===== src/rtl/core/cnsl_pkg.sv =====
// Shared types and constants for the chunked nearest-site lookup.
// Used by the controller, the datapath and the top level; no dependencies.
`default_nettype none
package cnsl_pkg;

	localparam int CHUNK_SIDE      = 32;
	localparam int CHUNKS_ACROSS   = 16;
	localparam int CHUNKS_DOWN     = 16;
	localparam int SITES_PER_CHUNK = 64;

	localparam int POS_W    = 9;
	localparam int COLOR_W  = 8;
	localparam int STATUS_W = 2;
	localparam int MODE_W   = 2;

	localparam int NUM_CHUNKS  = CHUNKS_ACROSS * CHUNKS_DOWN;
	localparam int CHUNK_IDX_W = $clog2(NUM_CHUNKS);
	localparam int SITE_IDX_W  = $clog2(SITES_PER_CHUNK);
	localparam int FILL_W      = $clog2(SITES_PER_CHUNK + 1);
	localparam int STORE_DEPTH = NUM_CHUNKS * SITES_PER_CHUNK;
	localparam int STORE_AW    = $clog2(STORE_DEPTH);
	localparam int SIDE_SH     = $clog2(CHUNK_SIDE);
	localparam int CC_W        = POS_W - SIDE_SH;
	localparam int NB_W        = CC_W + 2;
	localparam int TERM_W      = 2 * POS_W;
	localparam int DIST_W      = TERM_W + 1;

	localparam logic [1:0] NB_LAST = 2'd2;

	localparam logic FUNC_ADD   = 1'b0;
	localparam logic FUNC_QUERY = 1'b1;

	localparam logic [STATUS_W-1:0] STATUS_OK    = 2'd0;
	localparam logic [STATUS_W-1:0] STATUS_EMPTY = 2'd1;
	localparam logic [STATUS_W-1:0] STATUS_DROP  = 2'd2;

	localparam logic [MODE_W-1:0] MODE_MANHATTAN = 2'd1;
	localparam logic [MODE_W-1:0] MODE_RESET     = 2'd2;

	localparam int APB_AW = 3;
	localparam logic [APB_AW-1:0] REG_DISTANCE_MODE = 3'd0;

	typedef struct packed {
		logic [COLOR_W-1:0] b;
		logic [COLOR_W-1:0] g;
		logic [COLOR_W-1:0] r;
	} color_t;

	typedef struct packed {
		color_t           color;
		logic [POS_W-1:0] y;
		logic [POS_W-1:0] x;
	} site_t;

	typedef enum logic [2:0] {
		ST_IDLE,
		ST_ADD_RD,
		ST_ADD_WR,
		ST_Q_RD,
		ST_Q_CHK,
		ST_Q_WALK,
		ST_Q_DRAIN,
		ST_DONE
	} state_t;

	typedef struct packed {
		logic load;
		logic fill_rd;
		logic add_wr;
		logic nb_step;
		logic set_empty;
		logic walk_start;
		logic walk_issue;
		logic emit;
	} cmd_t;

	typedef struct packed {
		logic nb_in_grid;
		logic nb_last;
		logic q_in_grid;
		logic fill_zero;
		logic walk_last;
		logic pipe_busy;
		logic out_free;
	} sts_t;

endpackage
`default_nettype wire


===== src/rtl/core/cnsl_ctrl.sv =====
// Controller state machine for the chunked nearest-site lookup.
// Depends on cnsl_pkg; drives the datapath through cmd_t and watches sts_t.
`default_nettype none
module cnsl_ctrl (
	input  wire logic           clk,
	input  wire logic           arst_n,
	input  wire logic           s_tvalid,
	input  wire logic           in_func,
	output logic                s_tready,
	output cnsl_pkg::cmd_t      cmd,
	input  wire cnsl_pkg::sts_t sts
);
	import cnsl_pkg::*;

	state_t state_q;
	state_t state_nx;
	logic   accept;

	assign accept = s_tvalid && s_tready;

	always_ff @(posedge clk or negedge arst_n) begin
		if (!arst_n) begin
			state_q <= ST_IDLE;
		end else begin
			state_q <= state_nx;
		end
	end

	always_comb begin
		state_nx = state_q;
		unique case (state_q)
			ST_IDLE: begin
				if (accept) begin
					state_nx = (in_func == FUNC_ADD) ? ST_ADD_RD : ST_Q_RD;
				end
			end
			ST_ADD_RD: begin
				if (sts.nb_in_grid) begin
					state_nx = ST_ADD_WR;
				end else if (sts.nb_last) begin
					state_nx = ST_DONE;
				end
			end
			ST_ADD_WR: begin
				state_nx = sts.nb_last ? ST_DONE : ST_ADD_RD;
			end
			ST_Q_RD: begin
				state_nx = sts.q_in_grid ? ST_Q_CHK : ST_DONE;
			end
			ST_Q_CHK: begin
				state_nx = sts.fill_zero ? ST_DONE : ST_Q_WALK;
			end
			ST_Q_WALK: begin
				if (sts.walk_last) begin
					state_nx = ST_Q_DRAIN;
				end
			end
			ST_Q_DRAIN: begin
				if (!sts.pipe_busy) begin
					state_nx = ST_DONE;
				end
			end
			ST_DONE: begin
				if (sts.out_free) begin
					state_nx = ST_IDLE;
				end
			end
			default: state_nx = ST_IDLE;
		endcase
	end

	always_comb begin
		cmd      = '0;
		s_tready = 1'b0;
		unique case (state_q)
			ST_IDLE: begin
				s_tready = 1'b1;
				cmd.load = accept;
			end
			ST_ADD_RD: begin
				cmd.fill_rd = sts.nb_in_grid;
				cmd.nb_step = !sts.nb_in_grid && !sts.nb_last;
			end
			ST_ADD_WR: begin
				cmd.add_wr  = 1'b1;
				cmd.nb_step = !sts.nb_last;
			end
			ST_Q_RD: begin
				cmd.fill_rd   = sts.q_in_grid;
				cmd.set_empty = !sts.q_in_grid;
			end
			ST_Q_CHK: begin
				cmd.set_empty  = sts.fill_zero;
				cmd.walk_start = !sts.fill_zero;
			end
			ST_Q_WALK: begin
				cmd.walk_issue = 1'b1;
			end
			ST_Q_DRAIN: begin
			end
			ST_DONE: begin
				cmd.emit = sts.out_free;
			end
			default: begin
			end
		endcase
	end

endmodule
`default_nettype wire


===== config.mk =====
export PLATFORM = sky130hd
export DESIGN_NAME = cnsl_ctrl
export DESIGN_NICKNAME = d
export VERILOG_FILES = /design/src/rtl/core/cnsl_pkg.sv /design/src/rtl/core/cnsl_ctrl.sv
export SDC_FILE = /design/constraint.sdc
export NUM_CORES = 1
export LEC_CHECK = 0
export ABC_AREA = 1
export BUFFER_PORTS_ARGS = -buffer_cell sky130_fd_sc_hd__buf_2
export CORE_AREA = 5 5 42 44
export DETAILED_ROUTE_END_ITERATION = 8
export DIE_AREA = 0 0 47 49
export HOLD_SLACK_MARGIN = 0.06
export PLACE_DENSITY = 0.62
export SYNTH_ARGS = -nofsm -noshare
export SYNTH_HDL_FRONTEND = slang
export SYNTH_SLANG_ARGS = --single-unit

===== constraint.sdc =====
create_clock -name clk -period 1.5 [get_ports clk]
set_input_delay 0.075 -clock clk [delete_from_list [all_inputs] [get_ports clk]]
set_output_delay 0.075 -clock clk [all_outputs]
set_load 0.01 [all_outputs]

# Yosys cells after proc, flatten, opt, wreduce, memory -nomap -nowiden
# Cells that the tools add are included.
[classes] order_cmp=0 shift=0 reduce_logical=8 add_sub_neg=0 n_bitwise=0 eq_ne=12 muxes=20 div=0 mul=0
[ops] cell="one-hot mux 3 bit (8 select lines)" n=1
[ops] cell="2-to-1 mux 3 bit" n=7
[ops] cell="equality test 3 bit (second input constant)" n=4
[ops] cell="inequality test 2 bit (second input constant)" n=4
[ops] cell="equality test 3 x 2 -> 1 bit (second input constant)" n=2
[ops] cell="2-to-1 mux 1 bit" n=6
[ops] cell="2-to-1 mux 2 bit" n=3
[ops] cell="one-hot mux 1 bit (2 select lines)" n=3
[ops] cell="AND reduction 5 bit" n=1
[ops] cell="zero test 1 bit" n=4
[ops] cell="equality test 3 x 1 -> 1 bit (second input constant)" n=1
[ops] cell="zero test 3 bit" n=1
[ops] cell="inequality test 3 bit (second input constant)" n=1
[ops] cell="logical AND 1 bit" n=2
[totals] latch_bits=0 wordCells=41 mem_bits_ro=0 register_bits=3 n_memories=0 ram_bits=0 out_inout_bits=9 in_bits=11

# Longest topological paths before layout
# Gate-level depths: netlist of the first run.
[logic_depth] word_depth=5 depth_mapped=9 mapped_depth_nobuf=8

# Worst setup path before layout of the first run
# No wires, ideal clock.
[synth_timing] path_kind="reg-to-reg" start="register state_q[1]" end="register state_q[1]" arrival_time_ps=990 path_stages_with_launch=7 setup_time_ps=120 path_slack_ps=389 period_less_slack_ps=1111 path_cell_list="dfrtp_1 buf_6 nor2_2 nand2_1 or2_0 nand3_1 nand2_1"
[synth_between] elab_chain_cells=5 word_cells_on_any_way=17 classes_between="12 x eq/ne; 2 x mux; 3 x reduce/logical"
[synth_lines] element="from (decl)" line_no="cnsl_ctrl.sv:15" text="state_t state_q;"
[synth_lines] element="from (signal assigned)" line_no="cnsl_ctrl.sv:25" text="state_q <= state_nx;"
[synth_lines] element="zero test 3 bit" line_no="cnsl_ctrl.sv:31, cnsl_ctrl.sv:75"
[synth_lines] element="2-to-1 mux 1 bit" line_no="cnsl_ctrl.sv:75" text="unique case (state_q)"
[synth_lines] element="logical AND 1 bit" line_no="cnsl_ctrl.sv:19" text="assign accept = s_tvalid && s_tready;"
[synth_lines] element="inequality test 2 bit (no source line)"
[synth_lines] element="AND reduction 5 bit (no source line)"
# Several ways; a longest one is shown, not always the timed one.
# A chain may end at the register's enable or synchronous reset.

==> results of run 1 <==
[cells by family (layout without fill, tap and decap cells)]
logic type / after synthesis / after routing / share of synthesized area, %
compound gates: 7 / 7 / 8.41
buf+inv: 15 / 37 / 20.1
simple gates: 40 / 40 / 53.5
flops: 3 / 3 / 18.0
[final timing paths]
kind                       startpoint  slack [ns]  depth (start not counted)          to
min reg2reg                state_q[1]        0.66                          2  state_q[1]
min                            arst_n        0.16                          2  state_q[1]
max reg2reg                state_q[1]        0.26                          8  state_q[2]
max                        state_q[1]        0.17                          6      cmd[4]
max in group asynchronous      arst_n        1.23                          2  state_q[0]
min in group clk              in_func        0.18                          4  state_q[1]
[stage by stage]
step	std cells	area, sq um	hold slack [ns]	power [W]
6_report	103	544	0.160	0.00111
5_1_grt	103	544	0.187	0.00122
4_1_cts	103	542	0.160	0.00111
3_5_place_dp	98	505	-0.129	0.000958
3_3_place_gp	98	505	-0.127	0.000957
2_1_floorplan	65	417	-0.221	0.000840
[final cells by class]
type                       instances  area, sq um  area share (%)
sequential                         3         77.6            14.3
multi-input combinational         47          258            47.4
clock buffer                       4         26.3            4.83
inverter                          12         50.0            9.20
timing repair buffer              21          113            20.7
tap                               16         20.0            3.68
[worst max-delay path: stages, from the launching register on]
cell and delay (ns):
dfrtp_2 0.48, inv_4 0.10, nand2_4 0.05, nor2_4 0.11
nand2_2 0.07, o21ai_0 0.06, buf_2 0.15
[cell usage after synthesis]
library cell | count | share of area [%]
nand2_1 | 11 | 9.9
inv_1 | 8 | 7.2
nand3_1 | 8 | 9.6
nor2_1 | 6 | 5.4
o21ai_0 | 5 | 6.0
buf_6 | 3 | 8.1
dfrtp_1 | 3 | 18
nand2_2 | 3 | 4.5
inv_2 | 2 | 1.8
inv_4 | 2 | 3.0
nand3_2 | 2 | 4.8
nand4_1 | 2 | 3.0
nor2_4 | 2 | 5.4
o21ai_1 | 2 | 2.4
nand2_4 | 1 | 2.7
nor2_2 | 1 | 1.5
nor3_1 | 1 | 1.2
nor3_2 | 1 | 2.4
nor4_1 | 1 | 1.5
or2_0 | 1 | 1.5
[power by group through the flow]
stage | combinational (W) | sequential (W) | clock (W)
6_report | 0.000723 | 0.000242 | 0.000143
5_1_grt | 0.000801 | 0.000259 | 0.000154
4_1_cts | 0.000731 | 0.000235 | 0.000145
3_5_place_dp | 0.000722 | 0.000236 | 0
3_3_place_gp | 0.000728 | 0.000229 | 0
2_1_floorplan | 0.000694 | 0.000146 | 0
[per-layer routing]
metal	global-route usage, %	wire length (um)
met1	12.6	437
met4	5.53	10
met5	0	0
met3	3.69	89
met2	12.9	462
[repair_timing]
action	4_1_cts	5_1_grt
endpoints found under the hold margin	3	0
setup endpoints to repair	0	2
gates resized for setup	0	2
hold buffers	1	0
==> results.cfg, run 1 <==
[timing]
tightest_slew_ns = 0.255
slew_headroom_pct = 82.9
hold_viol = 0
post-route-period-util_pct = 88.6
clock_skew_ns = 0.00491
layout_setup_ws_ns = 0.170
fmax_mhz = 752
timing.final.crit_period_ns = 1.33
drv_slew = 0
rsz0062_at_grt = false
fin_tns_setup_ns = 0
setup_viol = 0

[cells_and_area]
largestRegisters = state_q x3
antennaDiodeCount = 0
layout_common_cells = buf_2, nand2_1, inv_1, nand3_1, nor2_1
largest_register_ffs = 3
post-route-util_pct = 38.8
areaGrowthSynthToFinish_pct = 30.6
fillers = 163
fin_nets = 99
drive_gt1_share_pct = 44.8
top_register = state_q
mostFrequentLayoutCell = buf_2

[floorplanning]
die_height_um = 49
die_x_um = 47
row_count = 14
io_pins = 20
initial_utilization_pct = 29.7
dieArea_sq_mm = 0.00230
core-area_sq_mm = 0.00140

[pwr]
p_sw_share_pct = 53.8
p_seq_share_pct = 21.8
combPwrFrac_pct = 65.3
p_clk_share_pct = 12.9
powerDensity_mw_per_mm2 = 2030
switching_power_w = 0.000596
vdd_drop_max_uv = 718
intPower_w = 0.000512
p_leak_nw = 0.317

[synthesis]
netlist_area_sq_um = 417
syn_inst = 65
ys.warnings.count = 0
synth_fp_nets = 76
syn_area_per_cell_sq_um = 6.41
ys_ff_latch = 3
synth-seq-area-share_pct = 18.0
yosysUniqueCellTypes = 20

[clock_network]
cts.htree.levels = 1
cts.sinks = 3
cts_setup_buffers = 0
clk_latency_ns = 0.23
cts-buffers-inserted = 3
clockBufferDepth = 2
cts.clk_slew.worst_paths_ns = 0.04
cts_tree = yes
ctsRootBufferMaster = clkbuf_4

[route]
first_pass_iters = 4
vias_per_cell = 4.63
drtAntennaViolNets = 0
routed_wl_um = 999
drc = 0
drtIter0Drc = 9
vias = 477
wl_per_cell_um = 9.70

[run_status]
status = completed

[global_route]
grt_pass1_wl_um = 1660
grt_antenna_before_repair = 0
grt.overflow.total = 0
grt_max_degree = 11
grt_pass1_vias = 418
grt_use_total_pct = 9.58

[placed_design]
pre_cts_ws_ns = 0.195
numPortBuffers = 19
gp_congestion = 0.801
dpl.hpwl_um = 803

[setup_path]
worst_ep_required_time_ns = 1.42
worstPathArrival_ns = 1.25
worstSetupPathType = flip-flop to output port
path_max_fanout = 8
end_kind = output port
cp-start-kind = flip-flop

[worst_hold_path]
min_path_type = primary input to asynchronous set/reset pin

[flow_run]
cap_violations = 0
(Power assumes the default switching activity.)
==> run 2: changes to the inputs <==
Settings changed: SLEW_MARGIN set to 10.
Clock period 1.5 ns to 1.4 ns, I/O delays scaled along.
==> results.cfg, run 2 (synthesis gave the netlist of run 1 again) <==
[run_status]
status = completed

[global_route]
grt.overflow.total = 0
grt_use_total_pct = 9.58
grt_pass1_wl_um = 1660
grt_antenna_before_repair = 0
grt_max_degree = 11
grt_pass1_vias = 418

[timing]
tightest_slew_ns = 0.255
setup_viol = 0
fmax_mhz = 759
hold_viol = 0
drv_slew = 0
slew_headroom_pct = 82.9
post-route-period-util_pct = 94.1
clock_skew_ns = 0.00495
fin_tns_setup_ns = 0
timing.final.crit_period_ns = 1.32
rsz0062_at_grt = true

[setup_path]
worstSetupPathType = flip-flop to output port
cp-start-kind = flip-flop
worst_ep_required_time_ns = 1.33
crit_cells = 6
path_cells = inv_4, nand2_4, nor2_4, nand2_2, o21ai_1, buf_2
worstPathArrival_ns = 1.25
timing.rr.end = state_q[2]
cpPeakStageDelay_ns = 0.48
cp_top_family = flip-flops
timing.critical_path.buf_inv = 2
path_max_fanout = 8
r2r_start = state_q[1]
ff2ff_setup_slack_ns = 0.16
rr_worst_depth = 8
crit_slowest_cell = dfrtp_2
end_kind = output port

[floorplanning]
die_x_um = 47
row_count = 14
dieArea_sq_mm = 0.00230
io_pins = 20
initial_utilization_pct = 29.7
core-area_sq_mm = 0.00140
die_height_um = 49

[cells_and_area]
top_register = state_q
areaGrowthSynthToFinish_pct = 32.4
largestRegisters = state_q x3
largest_register_ffs = 3
fin_nets = 100
fin_cells = 104
layout_common_cells = buf_2, nand2_1, inv_1, nand3_1, nor2_1
antennaDiodeCount = 0
mostFrequentLayoutCell = buf_2
drive_gt1_share_pct = 45.5

[route]
drtIter0Drc = 4
wl_per_cell_um = 9.68
routed_wl_um = 1010
drc = 0
drtAntennaViolNets = 0
vias = 479
vias_per_cell = 4.61
first_pass_iters = 4

[clock_network]
cts.clk_slew.worst_paths_ns = 0.04
cts-buffers-inserted = 3
cts.sinks = 3
clk_latency_ns = 0.23
ctsRootBufferMaster = clkbuf_4
clockBufferDepth = 2
cts_tree = yes
cts.htree.levels = 1

[placed_design]
numPortBuffers = 19
dpl.hpwl_um = 803
gp_congestion = 0.801
dp_cells = 98

[pwr]
vdd_drop_max_uv = 844
p_total_w = 0.00121
powerDensity_mw_per_mm2 = 2190
p_leak_nw = 0.322

[flow_run]
cap_violations = 0

[worst_hold_path]
min_path_type = primary input to asynchronous set/reset pin
==> run 2: changes by cell type in the layout (fill, tap and decap cells not counted) <==
cell	before	now
o21ai_0	5	4
buf_4	1	2
o21ai_1	2	3
==> run 2: routing by layer <==
| layer | up-vias | part of all wire, % | global-route usage (%) |
|---|---|---|---|
| li1 | 255 | - | - |
| met1 | 202 | 44 | 12.6 |
| met2 | 20 | 46 | 12.9 |
| met3 | 2 | 8.7 | 3.69 |
| met4 | 0 | 0.99 | 5.53 |
| met5 | - | 0 | 0 |
==> run 2: worst max-delay path by stage <==
| stage | from | endpoint | slack [ns] |
|---|---|---|---|
| finish | state_q[1] | cmd[4] | 0.08 |
| global route | state_q[1] | cmd[4] | -0.02 |
| CTS | state_q[1] | cmd[4] | 0.02 |
| detailed placement | state_q[0] | state_q[2] | 0.09 |
| global placement | state_q[0] | state_q[2] | 0.09 |
| floorplan | state_q[1] | state_q[1] | 0.29 |
==> run 2: report_power, final <==
group / switching (W) / leakage [nW] / internal (W)
logic: 0.000483 / 0.274 / 0.000314
registers: 0.000116 / 0.0334 / 0.000144
clock network: 0.0000462 / 0.0150 / 0.000107
==> run 2: cell type report <==
type                            count  area, sq um
Sequential cell                     3         77.6
Fill cell                         162          850
Inverter                           12         50.0
Tap cell                           16         20.0
Timing Repair Buffer               22          120
Clock buffer                        4         26.3
Multi-Input combinational cell     47          258
==> run 2: repair_timing <==
| action | in CTS | in global routing |
|---|---|---|
| buffers inserted | 0 | 1 |
| endpoints found under the setup margin | 1 | 6 |
| resized for setup | 1 | 2 |
| hold buffers | 1 | 0 |
| hold endpoints to repair | 3 | 0 |
==> run 2: per-stage QoR <==
stage               util (%)  area (sq um)  setup WS, ns  hold WS, ns
finish                  39.4           552        0.0820        0.155
global route            39.4           552       -0.0152        0.182
CTS                     38.8           543        0.0194        0.155
detailed placement      36.1           505        0.0945       -0.134
global placement        36.1           505        0.0916       -0.132
floorplan                  -           417         0.289       -0.226
